File: config.mk
export PLATFORM = sky130hd
export DESIGN_NAME = nested_canalizing_depth
export DESIGN_NICKNAME = d
export VERILOG_FILES = /design/src/hdl/ncd_pkg.sv /design/src/hdl/ncd_ctrl.sv /design/src/hdl/ncd_datapath.sv /design/src/hdl/nested_canalizing_depth.sv
export SDC_FILE = /design/constraint.sdc
export NUM_CORES = 1
export LEC_CHECK = 0
export BUFFER_PORTS_ARGS = -buffer_cell sky130_fd_sc_hd__buf_2
export CAP_MARGIN = 20
export CELL_PAD_IN_SITES_DETAIL_PLACEMENT = 1
export CELL_PAD_IN_SITES_GLOBAL_PLACEMENT = 1
export CORE_MARGIN = 2
export CORE_UTILIZATION = 30
export DETAILED_ROUTE_END_ITERATION = 6
export PLACE_DENSITY_LB_ADDON = 0.1
export SYNTH_ARGS = -nofsm -noshare
export SYNTH_HDL_FRONTEND = slang
export SYNTH_SLANG_ARGS = --single-unit
export TNS_END_PERCENT = 10
File: constraint.sdc
create_clock -name clk -period 12.1 [get_ports clk]
set_input_delay 0.605 -clock clk [delete_from_list [all_inputs] [get_ports clk]]
set_output_delay 0.605 -clock clk [all_outputs]
set_load 0.05 [all_outputs]
File: src/hdl/ncd_pkg.sv
package ncd_pkg;

    // Fixed field widths
    localparam int unsigned TABLE_W = 64;
    localparam int unsigned COUNT_W = 3;
    localparam int unsigned LAYER_W = 6;
    localparam int unsigned TESTS   = 6;
    localparam int unsigned HALF_W  = TABLE_W / 2;

    typedef struct packed {
        logic [TABLE_W-1:0] truth_table;
        logic [COUNT_W-1:0] num_inputs;
    } ncd_item_t;

    typedef struct packed {
        logic [COUNT_W-1:0] depth;
        logic [LAYER_W-1:0] canal_inputs;
        logic [LAYER_W-1:0] canal_outputs;
        logic [TABLE_W-1:0] remaining_table;
    } ncd_result_t;

    // Controller to datapath
    typedef struct packed {
        logic load;
        logic step;
        logic emit;
    } ncd_cmd_t;

    // Datapath to controller
    typedef struct packed {
        logic done;
    } ncd_status_t;

    typedef enum logic {
        ST_IDLE,
        ST_RUN
    } ncd_state_t;

    // Table positions whose index has bit i set
    localparam logic [TABLE_W-1:0] ON_PATTERN [TESTS] = '{
        64'hAAAA_AAAA_AAAA_AAAA,
        64'hCCCC_CCCC_CCCC_CCCC,
        64'hF0F0_F0F0_F0F0_F0F0,
        64'hFF00_FF00_FF00_FF00,
        64'hFFFF_0000_FFFF_0000,
        64'hFFFF_FFFF_0000_0000
    };

    // Mask of the 2^m live table entries
    function automatic logic [TABLE_W-1:0] valid_mask(input logic [COUNT_W-1:0] m);
        logic [TABLE_W-1:0] mask;
        case (m)
            3'd0:    mask = 64'h0000_0000_0000_0001;
            3'd1:    mask = 64'h0000_0000_0000_0003;
            3'd2:    mask = 64'h0000_0000_0000_000F;
            3'd3:    mask = 64'h0000_0000_0000_00FF;
            3'd4:    mask = 64'h0000_0000_0000_FFFF;
            3'd5:    mask = 64'h0000_0000_FFFF_FFFF;
            default: mask = 64'hFFFF_FFFF_FFFF_FFFF;
        endcase
        return mask;
    endfunction

endpackage

File: src/hdl/ncd_ctrl.sv
module ncd_ctrl
    import ncd_pkg::*;
(
    input  logic        clk,
    input  logic        rst_n,
    input  logic        item_valid,
    output logic        item_ready,
    output logic        result_valid,
    input  logic        result_ready,
    input  ncd_status_t status,
    output ncd_cmd_t    cmd
);

    ncd_state_t state_reg, state_next;
    logic       valid_reg, valid_next;

    // State and result-valid registers
    always_ff @(posedge clk or negedge rst_n)
    begin
        if (!rst_n)
        begin
            state_reg <= ST_IDLE;
            valid_reg <= 1'b0;
        end
        else
        begin
            state_reg <= state_next;
            valid_reg <= valid_next;
        end
    end

    // Next state and commands
    always_comb
    begin
        state_next = state_reg;
        cmd        = '0;
        item_ready = 1'b0;
        case (state_reg)
            ST_IDLE:
            begin
                item_ready = 1'b1;
                if (item_valid)
                begin
                    cmd.load   = 1'b1;
                    state_next = ST_RUN;
                end
            end
            ST_RUN:
            begin
                if (!status.done)
                begin
                    cmd.step = 1'b1;
                end
                else if (!valid_reg || result_ready)
                begin
                    // output slot free or emptied this cycle
                    cmd.emit   = 1'b1;
                    state_next = ST_IDLE;
                end
            end
            default:
            begin
                state_next = ST_IDLE;
            end
        endcase

        if (cmd.emit)
            valid_next = 1'b1;
        else if (result_ready)
            valid_next = 1'b0;
        else
            valid_next = valid_reg;
    end

    assign result_valid = valid_reg;

endmodule

File: src/hdl/ncd_datapath.sv
module ncd_datapath
    import ncd_pkg::*;
#(
    parameter int MAX_INPUTS = 6
)
(
    input  logic        clk,
    input  ncd_item_t   item,
    input  ncd_cmd_t    cmd,
    output ncd_status_t status,
    output ncd_result_t result
);

    logic [TABLE_W-1:0] table_reg, table_next;
    logic [COUNT_W-1:0] m_reg, m_next;
    logic [COUNT_W-1:0] depth_reg, depth_next;
    logic [LAYER_W-1:0] cins_reg, cins_next;
    logic [LAYER_W-1:0] couts_reg, couts_next;
    ncd_result_t        result_reg;

    logic [COUNT_W-1:0] m_load;
    logic [TESTS-1:0]   hit, cin, cout;
    logic [HALF_W-1:0]  packed_half [TESTS];
    logic               any_hit;
    logic               cin_sel, cout_sel;
    logic [HALF_W-1:0]  half_sel;

    // Saturate the input count on load
    assign m_load = (item.num_inputs > COUNT_W'(MAX_INPUTS)) ? COUNT_W'(MAX_INPUTS)
                                                             : item.num_inputs;

    // Canalizing tests on every input, plus the kept half for each
    always_comb
    begin
        logic [TABLE_W-1:0] live, onm, offm, on_bits, off_bits;
        logic [5:0]         j;
        live = valid_mask(m_reg);
        for (int i = 0; i < TESTS; i++)
        begin
            onm      = ON_PATTERN[i] & live;
            offm     = ~ON_PATTERN[i] & live;
            on_bits  = table_reg & onm;
            off_bits = table_reg & offm;
            hit[i]   = (COUNT_W'(i) < m_reg);
            if (on_bits == '0)
            begin
                cin[i] = 1'b1; cout[i] = 1'b0;
            end
            else if (on_bits == onm)
            begin
                cin[i] = 1'b1; cout[i] = 1'b1;
            end
            else if (off_bits == '0)
            begin
                cin[i] = 1'b0; cout[i] = 1'b0;
            end
            else if (off_bits == offm)
            begin
                cin[i] = 1'b0; cout[i] = 1'b1;
            end
            else
            begin
                cin[i] = 1'b0; cout[i] = 1'b0; hit[i] = 1'b0;
            end
            // keep entries whose bit i differs from the canalizing value
            for (int p = 0; p < HALF_W; p++)
            begin
                j = 6'(((p >> i) << (i + 1)) | (p & ((1 << i) - 1)));
                j[i] = ~cin[i];
                packed_half[i][p] = table_reg[j];
            end
        end
    end

    // Lowest canalizing input wins
    always_comb
    begin
        any_hit  = 1'b0;
        cin_sel  = 1'b0;
        cout_sel = 1'b0;
        half_sel = '0;
        for (int i = TESTS - 1; i >= 0; i--)
        begin
            if (hit[i])
            begin
                any_hit  = 1'b1;
                cin_sel  = cin[i];
                cout_sel = cout[i];
                half_sel = packed_half[i];
            end
        end
    end

    assign status.done = (m_reg == '0) || !any_hit;

    // Next values of the working registers
    always_comb
    begin
        table_next = table_reg;
        m_next     = m_reg;
        depth_next = depth_reg;
        cins_next  = cins_reg;
        couts_next = couts_reg;
        if (cmd.load)
        begin
            table_next = item.truth_table & valid_mask(m_load);
            m_next     = m_load;
            depth_next = '0;
            cins_next  = '0;
            couts_next = '0;
        end
        else if (cmd.step)
        begin
            table_next = TABLE_W'(half_sel);
            m_next     = m_reg - 1'b1;
            depth_next = depth_reg + 1'b1;
            cins_next  = cins_reg | (LAYER_W'(cin_sel) << depth_reg);
            couts_next = couts_reg | (LAYER_W'(cout_sel) << depth_reg);
        end
    end

    // Working and result registers
    always_ff @(posedge clk)
    begin
        table_reg <= table_next;
        m_reg     <= m_next;
        depth_reg <= depth_next;
        cins_reg  <= cins_next;
        couts_reg <= couts_next;
        if (cmd.emit)
        begin
            result_reg.depth           <= depth_reg;
            result_reg.canal_inputs    <= cins_reg;
            result_reg.canal_outputs   <= couts_reg;
            result_reg.remaining_table <= table_reg;
        end
    end

    assign result = result_reg;

endmodule

File: src/hdl/nested_canalizing_depth.sv
// Each item is peeled one layer per cycle in the datapath; the result is registered once no input canalizes.
// A new item is taken only after the previous result has been emitted to the output register.
// A finished result waits in the output register while the next item is taken in.
// Reset (rst_n, async, active low) clears the controller state and result valid;
// data registers are not reset.
module nested_canalizing_depth
    import ncd_pkg::*;
#(
    parameter int MAX_INPUTS = 6
)
(
    input  logic        clk,
    input  logic        rst_n,
    input  logic        item_valid,
    output logic        item_ready,
    input  ncd_item_t   item,
    output logic        result_valid,
    input  logic        result_ready,
    output ncd_result_t result
);

    ncd_cmd_t    cmd;
    ncd_status_t status;

    ncd_ctrl u_ctrl (
        .clk          (clk),
        .rst_n        (rst_n),
        .item_valid   (item_valid),
        .item_ready   (item_ready),
        .result_valid (result_valid),
        .result_ready (result_ready),
        .status       (status),
        .cmd          (cmd)
    );

    ncd_datapath #(
        .MAX_INPUTS (MAX_INPUTS)
    ) u_datapath (
        .clk    (clk),
        .item   (item),
        .cmd    (cmd),
        .status (status),
        .result (result)
    );

    // Busy after an item transaction
    assert property (@(posedge clk) disable iff (!rst_n)
        (item_valid && item_ready) |=> !item_ready)
        else $error("item taken while previous item in progress");

    // Depth never exceeds the input limit
    assert property (@(posedge clk) disable iff (!rst_n)
        result_valid |-> (result.depth <= COUNT_W'(MAX_INPUTS)))
        else $error("depth above input limit");

    // Layer bits at and above depth stay clear
    assert property (@(posedge clk) disable iff (!rst_n)
        result_valid |-> (((result.canal_inputs >> result.depth) == '0)
                      && ((result.canal_outputs >> result.depth) == '0)))
        else $error("layer bits set beyond depth");

    // A new result only after a step phase finished
    assert property (@(posedge clk) disable iff (!rst_n)
        cmd.emit |-> status.done)
        else $error("result emitted before peeling finished");

endmodule
==> out/metrics.yaml, run 1 <==
layout:
  largest_register_ffs: 79
  nets: 1147
  syn_to_final_growth_pct: 17.1
  drive_above_1_share_pct: 21.5
  antenna_cells: 0
routing:
  drt_first_pass_iters: 6
  ant_nets: 0
  dr_total_vias: 9520
  drc: 0
  drt_iter0_markers: 1242
  routed_wl_um: 46800
  detail_route.wl_per_cell_um: 30.9
  viasPerCell: 6.28
critical_path:
  cp_data_required_time_ps: 12180
  slowest_delay_ps: 770
  crit_arrival_ps: 6820
  critPathLaunchType: "flip-flop"
  path_cells: "inv_1, ha_1, a211oi_2, o211a_1, o21ai_0, and4_1, nor2_1, a21oi_4, nor2_2, a21oi_1, nand2b_1, nor2_4, buf_4"
  end_kind: "flip-flop"
  critPathBufInv: 2
  cp_top_family: "simple AND/OR/NAND/NOR gates"
  crit_slowest_cell: "edfxtp_1"
  critPathKind: "reg -> reg"
  critPathMaxFanout: 50
sta:
  rsz0062_at_grt: "no"
  timing.setup.tns_ps: 0
  slew_viol_final: 0
  setup_viol: 0
  clock_skew_ps: 13.0
  final.period_utilization_pct: 55.7
  min_period_ps: 6740
  whs_ps: 433
  worst_pin_slew_ps: 1120
  hold_viol: 0
  fmax_mhz: 148
  relSlewSlack_pct: 25.3
grt:
  grt_pass1_vias: 9405
  grt_use_total_pct: 27.7
  antenna_found_initial: 0
  overflow: 0
  grt_first_pass_wirelength_um: 67600
  grt_max_degree: 55
floorplanning:
  die_x_um: 184
  die_h_um: 184
  rows: 65
  initial_core_util_pct: 30.6
  die-area_mm2: 0.0339
  ios: 152
  core_mm2: 0.0318
yosys:
  synth_area_leaders: "edfxtp_1 (45%), dfxtp_1 (3.1%), a21oi_1 (3.0%)"
  ys_seq_elements: 163
  yosys.area.top_type_share_pct: 45.0
  synth_enable_flop_cells: 146
  ys_types: 84
  synth_warnings: 0
  synth_area_mm2: 0.00974
  synth_async_sr_flop_share_pct: 1.23
  synth_area_leader_cell: "edfxtp_1"
  postSynthAreaPerCell_um2: 9.95
  synth_nets: 1058
  synthCells: 979
  synthFlopType: "edfxtp_1"
  yosysSeqAreaShare_pct: 48.6
clock_network:
  cts_buffer_depth: 2
  ctsResizeCount: 0
  cts_buffers: 17
  insertion_delay_ps: 440
  clkTransAtPathRegs_ps: 80
  hold_buffers: 1
  htree_levels: 4
  cts.sinks: 163
  cts_root_buf: "clkbuf_16"
  cts_tree: "built"
  post_cts_buffers: 0
placement:
  dp_hpwl_um: 33400
  globalplace.congestion: 0.951
  numPortBuffers: 151
run_status:
  status: "complete, no violations"
job:
  maxCapViolCount: 0
worst_hold_path:
  min_path_type: "reg -> reg"
synth_stat cells, types with 4 or more instances:
library cell,number
nand4_1,27
o21ai_1,9
nor3_1,17
or2_2,4
or2_1,5
a21o_1,13
nand3_1,17
o211ai_1,15
dfxtp_1,15
and3_1,42
a31oi_1,17
buf_1,6
a211o_1,6
o22ai_1,7
mux2i_1,7
a22o_1,16
a21boi_0,4
a221o_1,8
nand3b_1,6
clkbuf_1,77
a21oi_1,58
o21ai_0,45
o21a_1,7
a21boi_1,4
ha_1,8
buf_2,15
inv_1,14
or4_1,14
nand2_1,73
a211oi_1,5
nor2b_1,7
a221oi_1,15
and2_1,7
nor4_1,30
a32o_1,8
a22oi_1,31
o221ai_1,11
edfxtp_1,146
a222oi_1,23
nor2_1,70
metrics by stage:
step,std cells,util (%),instance area [µm²],setup slack [ps]
2_1_floorplan,979,-,9740,4820
3_3_place_gp,1483,34.0,10800,5590
3_5_place_dp,1483,34.0,10800,5400
4_1_cts,1516,35.9,11400,5340
5_1_grt,1516,35.9,11400,4900
6_report,1516,35.9,11400,5360
cells in the final DEF, fill, tap and decap left out, types with 14 or more instances in the layout:
cell type and count:
a21oi_1 57, a221oi_1 15, a222oi_1 23, a22o_1 16, a22oi_1 31, a31oi_1 17
and3_1 42, buf_2 151, buf_4 20, clkbuf_16 17, dfxtp_1 15, edfxtp_1 146
inv_1 14, nand2_1 73, nand3_1 17, nand4_1 27, nor2_1 69, nor3_1 15
nor4_1 30, o211ai_1 15, o21ai_0 45, or4_1 14
layer usage:
metal | routed length, µm | track usage [%] | vias up
met4 | 1400 | 9.31 | 0
met2 | 20700 | 42.2 | 506
li1 | - | - | 4104
met5 | 0 | 0 | -
met3 | 3500 | 4.60 | 95
met1 | 21200 | 39.9 | 4815
cell families after synthesis:
family | Yosys count | share of synthesized area, %
buf+inv | 116 | 4.87
fa+ha+maj | 8 | 1.03
flops | 163 | 48.6
xor+xnor | 1 | 0.0899
simple gates | 336 | 18.0
mux | 7 | 0.719
compound gates | 348 | 26.6
worst paths after layout:
kind / start / to / slack, ps / cells past startpoint
max reg2reg: u_datapath.m_reg[1] / u_datapath.result[28] / 5360 / 13
min: u_datapath.couts_reg[5] / u_datapath.result[69] / 430 / 0
min in group asynchronous: rst_n / u_ctrl.state_reg / 470 / 2
max in group asynchronous: rst_n / u_ctrl.result_valid / 11530 / 2
min reg2reg: u_datapath.couts_reg[5] / u_datapath.result[69] / 430 / 0
max: u_datapath.m_reg[1] / u_datapath.result[28] / 5360 / 13
layout make-up:
class	count	area, µm²
sequential	163	4730
multi-input combinational	700	4560
clock inverter	15	165
timing repair buffer	172	916
inverter	14	52.6
tap	435	544
fill	3597	20400
clock buffer	17	425
Power of run 1 is not shown: default switching activity piles up to over one toggle a cycle in this logic, so the estimate is an artifact.
==> run 2, diff against run 1 <==
clock period = 5.96 ns   (was 12.1 ns; I/O delays follow)
==> run 2 against run 1 <==
  * Utilization is 0.76 points higher
  * Non-clock buffer count grew 31
  * Die area did not move
  * Hold slack lost 270 ps
  * Critical path type unchanged
  * Wire length grew 0.68%
  * The run now ends with DRC left
  * Highest routed layer unchanged
==> out/metrics.yaml, run 2 (same netlist as run 1, synthesis figures left out) <==
grt:
  grt_pass1_vias: 9647  # +2.6%
  grt_max_degree: 49  # -11%
  antenna_found_initial: 0  # unchanged
  grt_first_pass_wirelength_um: 67800  # +0.33%
  grt_use_total_pct: 27.8  # +0.085 points
  overflow: 0  # unchanged
critical_path:
  critPathKind: "reg -> reg"
  crit_slowest_cell: "edfxtp_1"
  crit_arrival_ps: 5450  # -1370 ps
  cp_data_required_time_ps: 6030  # -6150 ps
  cpMostUsedCell: "a21oi_1"
  critPathLaunchType: "flip-flop"
  critPathMaxFanout: 17  # -66%
  end_kind: "flip-flop"
  path_cells: "inv_1, ha_1, nor3_1, nand2b_1, a221o_1, a211oi_1, nor2_1, a21oi_4, nor2_2, a21oi_1, o221ai_1, buf_4, a21oi_1"
  slowest_delay_ps: 680  # -90 ps
  cp_top_family: "compound AO/OA/AOI/OAI gates"
  critPathBufInv: 2  # unchanged
sta:
  min_period_ps: 5370  # -1370 ps
  setup_viol: 0  # unchanged
  rsz0062_at_grt: "no"
  timing.setup.tns_ps: 0  # unchanged
  worst_slack_ps: 587  # -4770 ps
  slew_viol_final: 0  # unchanged
  hold_viol: 0  # unchanged
  final.period_utilization_pct: 90.2  # +34 points
  fmax_mhz: 186  # +25%
  relSlewSlack_pct: 34.0  # +8.7 points
  worst_pin_slew_ps: 990  # -126 ps
  clock_skew_ps: 19.1  # +6.08 ps
routing:
  drt_iter0_markers: 1344  # +8.2%
  detail_route.wl_per_cell_um: 30.5  # -1.3%
  dr_total_vias: 9772  # +2.6%
  drt_first_pass_iters: 7  # +1
  viasPerCell: 6.32  # +0.59%
  routed_wl_um: 47200  # +0.68%
  drc: 9  # +9
  ant_nets: 0  # unchanged
layout:
  nets: 1178  # +2.7%
  final_cell_mix: "buf_2 (151), edfxtp_1 (146), nand2_1 (73)"
  syn_to_final_growth_pct: 19.6
  final_common_cell: "buf_2"
  drive_above_1_share_pct: 23.6  # +2.1 points
  antenna_cells: 0  # unchanged
  largest_register_ffs: 79  # unchanged
  finalInstanceArea_mm2: 0.0116  # +2.1%
job:
  maxCapViolCount: 0  # unchanged
placement:
  numPortBuffers: 151  # unchanged
  post_dp_cell_area_mm2: 0.0110  # +1.9%
  globalplace.congestion: 0.982  # +3.3%
  dp_hpwl_um: 34000  # +1.7%
  pre_cts_ws_ps: 532  # -4870 ps
clock_network:
  cts_tree: "built"
  cts_buffer_depth: 2  # unchanged
  insertion_delay_ps: 450  # about the same
  htree_levels: 4  # unchanged
  clkTransAtPathRegs_ps: 70  # about the same
  cts_root_buf: "clkbuf_16"
  cts.sinks: 163  # unchanged
  cts_buffers: 17  # unchanged
floorplanning:
  ios: 152  # unchanged
  die_x_um: 184  # unchanged
  die-area_mm2: 0.0339  # unchanged
  rows: 65  # unchanged
  core_mm2: 0.0318  # unchanged
  die_h_um: 184  # unchanged
  initial_core_util_pct: 30.6  # unchanged
worst_hold_path:
  min_path_type: "in -> async"
run_status:
  violations: "DRC"
  status: "finished with violations"
==> run 2: changes by cell type in the layout (fill, tap and decap cells not counted), sizes merged <==
cell and delta:
clkinv -1, clkinvlp -1, inv +1, bufinv +1, buf +31
==> run 2: routing by layer <==
layer / part of all wire [%] / GRT usage (%) / vias to the layer above
li1: - / - / 4160
met1: 43 / 39.2 / 4923
met2: 45 / 43.3 / 610
met3: 8.5 / 4.82 / 79
met4: 3.0 / 9.02 / 0
met5: 0 / 0 / -
==> run 2: per-stage QoR <==
stage	instances	hold WS, ps	utilization, %
global route	1547	147	36.6
detailed placement	1510	87.4	34.6
finish	1547	160	36.6
global placement	1510	88.0	34.6
CTS	1543	138	36.5
floorplan	979	2.41	-
==> run 2: final timing paths <==
kind                            slack, ps                        to                    start  depth (start not counted)
min in group clk                      160  u_datapath.table_reg[61]                 item[64]                          2
worst min-delay path                  160          u_ctrl.state_reg                    rst_n                          2
worst max-delay path                  590  u_datapath.table_reg[11]      u_datapath.m_reg[1]                         13
worst min register to register        430     u_datapath.result[68]  u_datapath.couts_reg[4]                          0
max in group asynchronous            5690       u_ctrl.result_valid                    rst_n                          2
worst max register to register        590  u_datapath.table_reg[11]      u_datapath.m_reg[1]                         13
==> run 2: cell type report <==
class	count	area [µm²]
clock buffer	17	425
clock inverter	15	166
fill	3644	20200
inverter	14	52.6
multi-input combinational	700	4560
sequential	163	4730
tap	435	544
timing repair buffer	203	1160
==> run 2: repair_timing <==
item,4_1_cts,5_1_grt
hold endpoints to repair,2,0
buffers inserted,0,4
hold buffers,1,0
endpoints found under the setup margin,0,8
gates resized for setup,0,0
Power of run 2 is left out for the same reason.
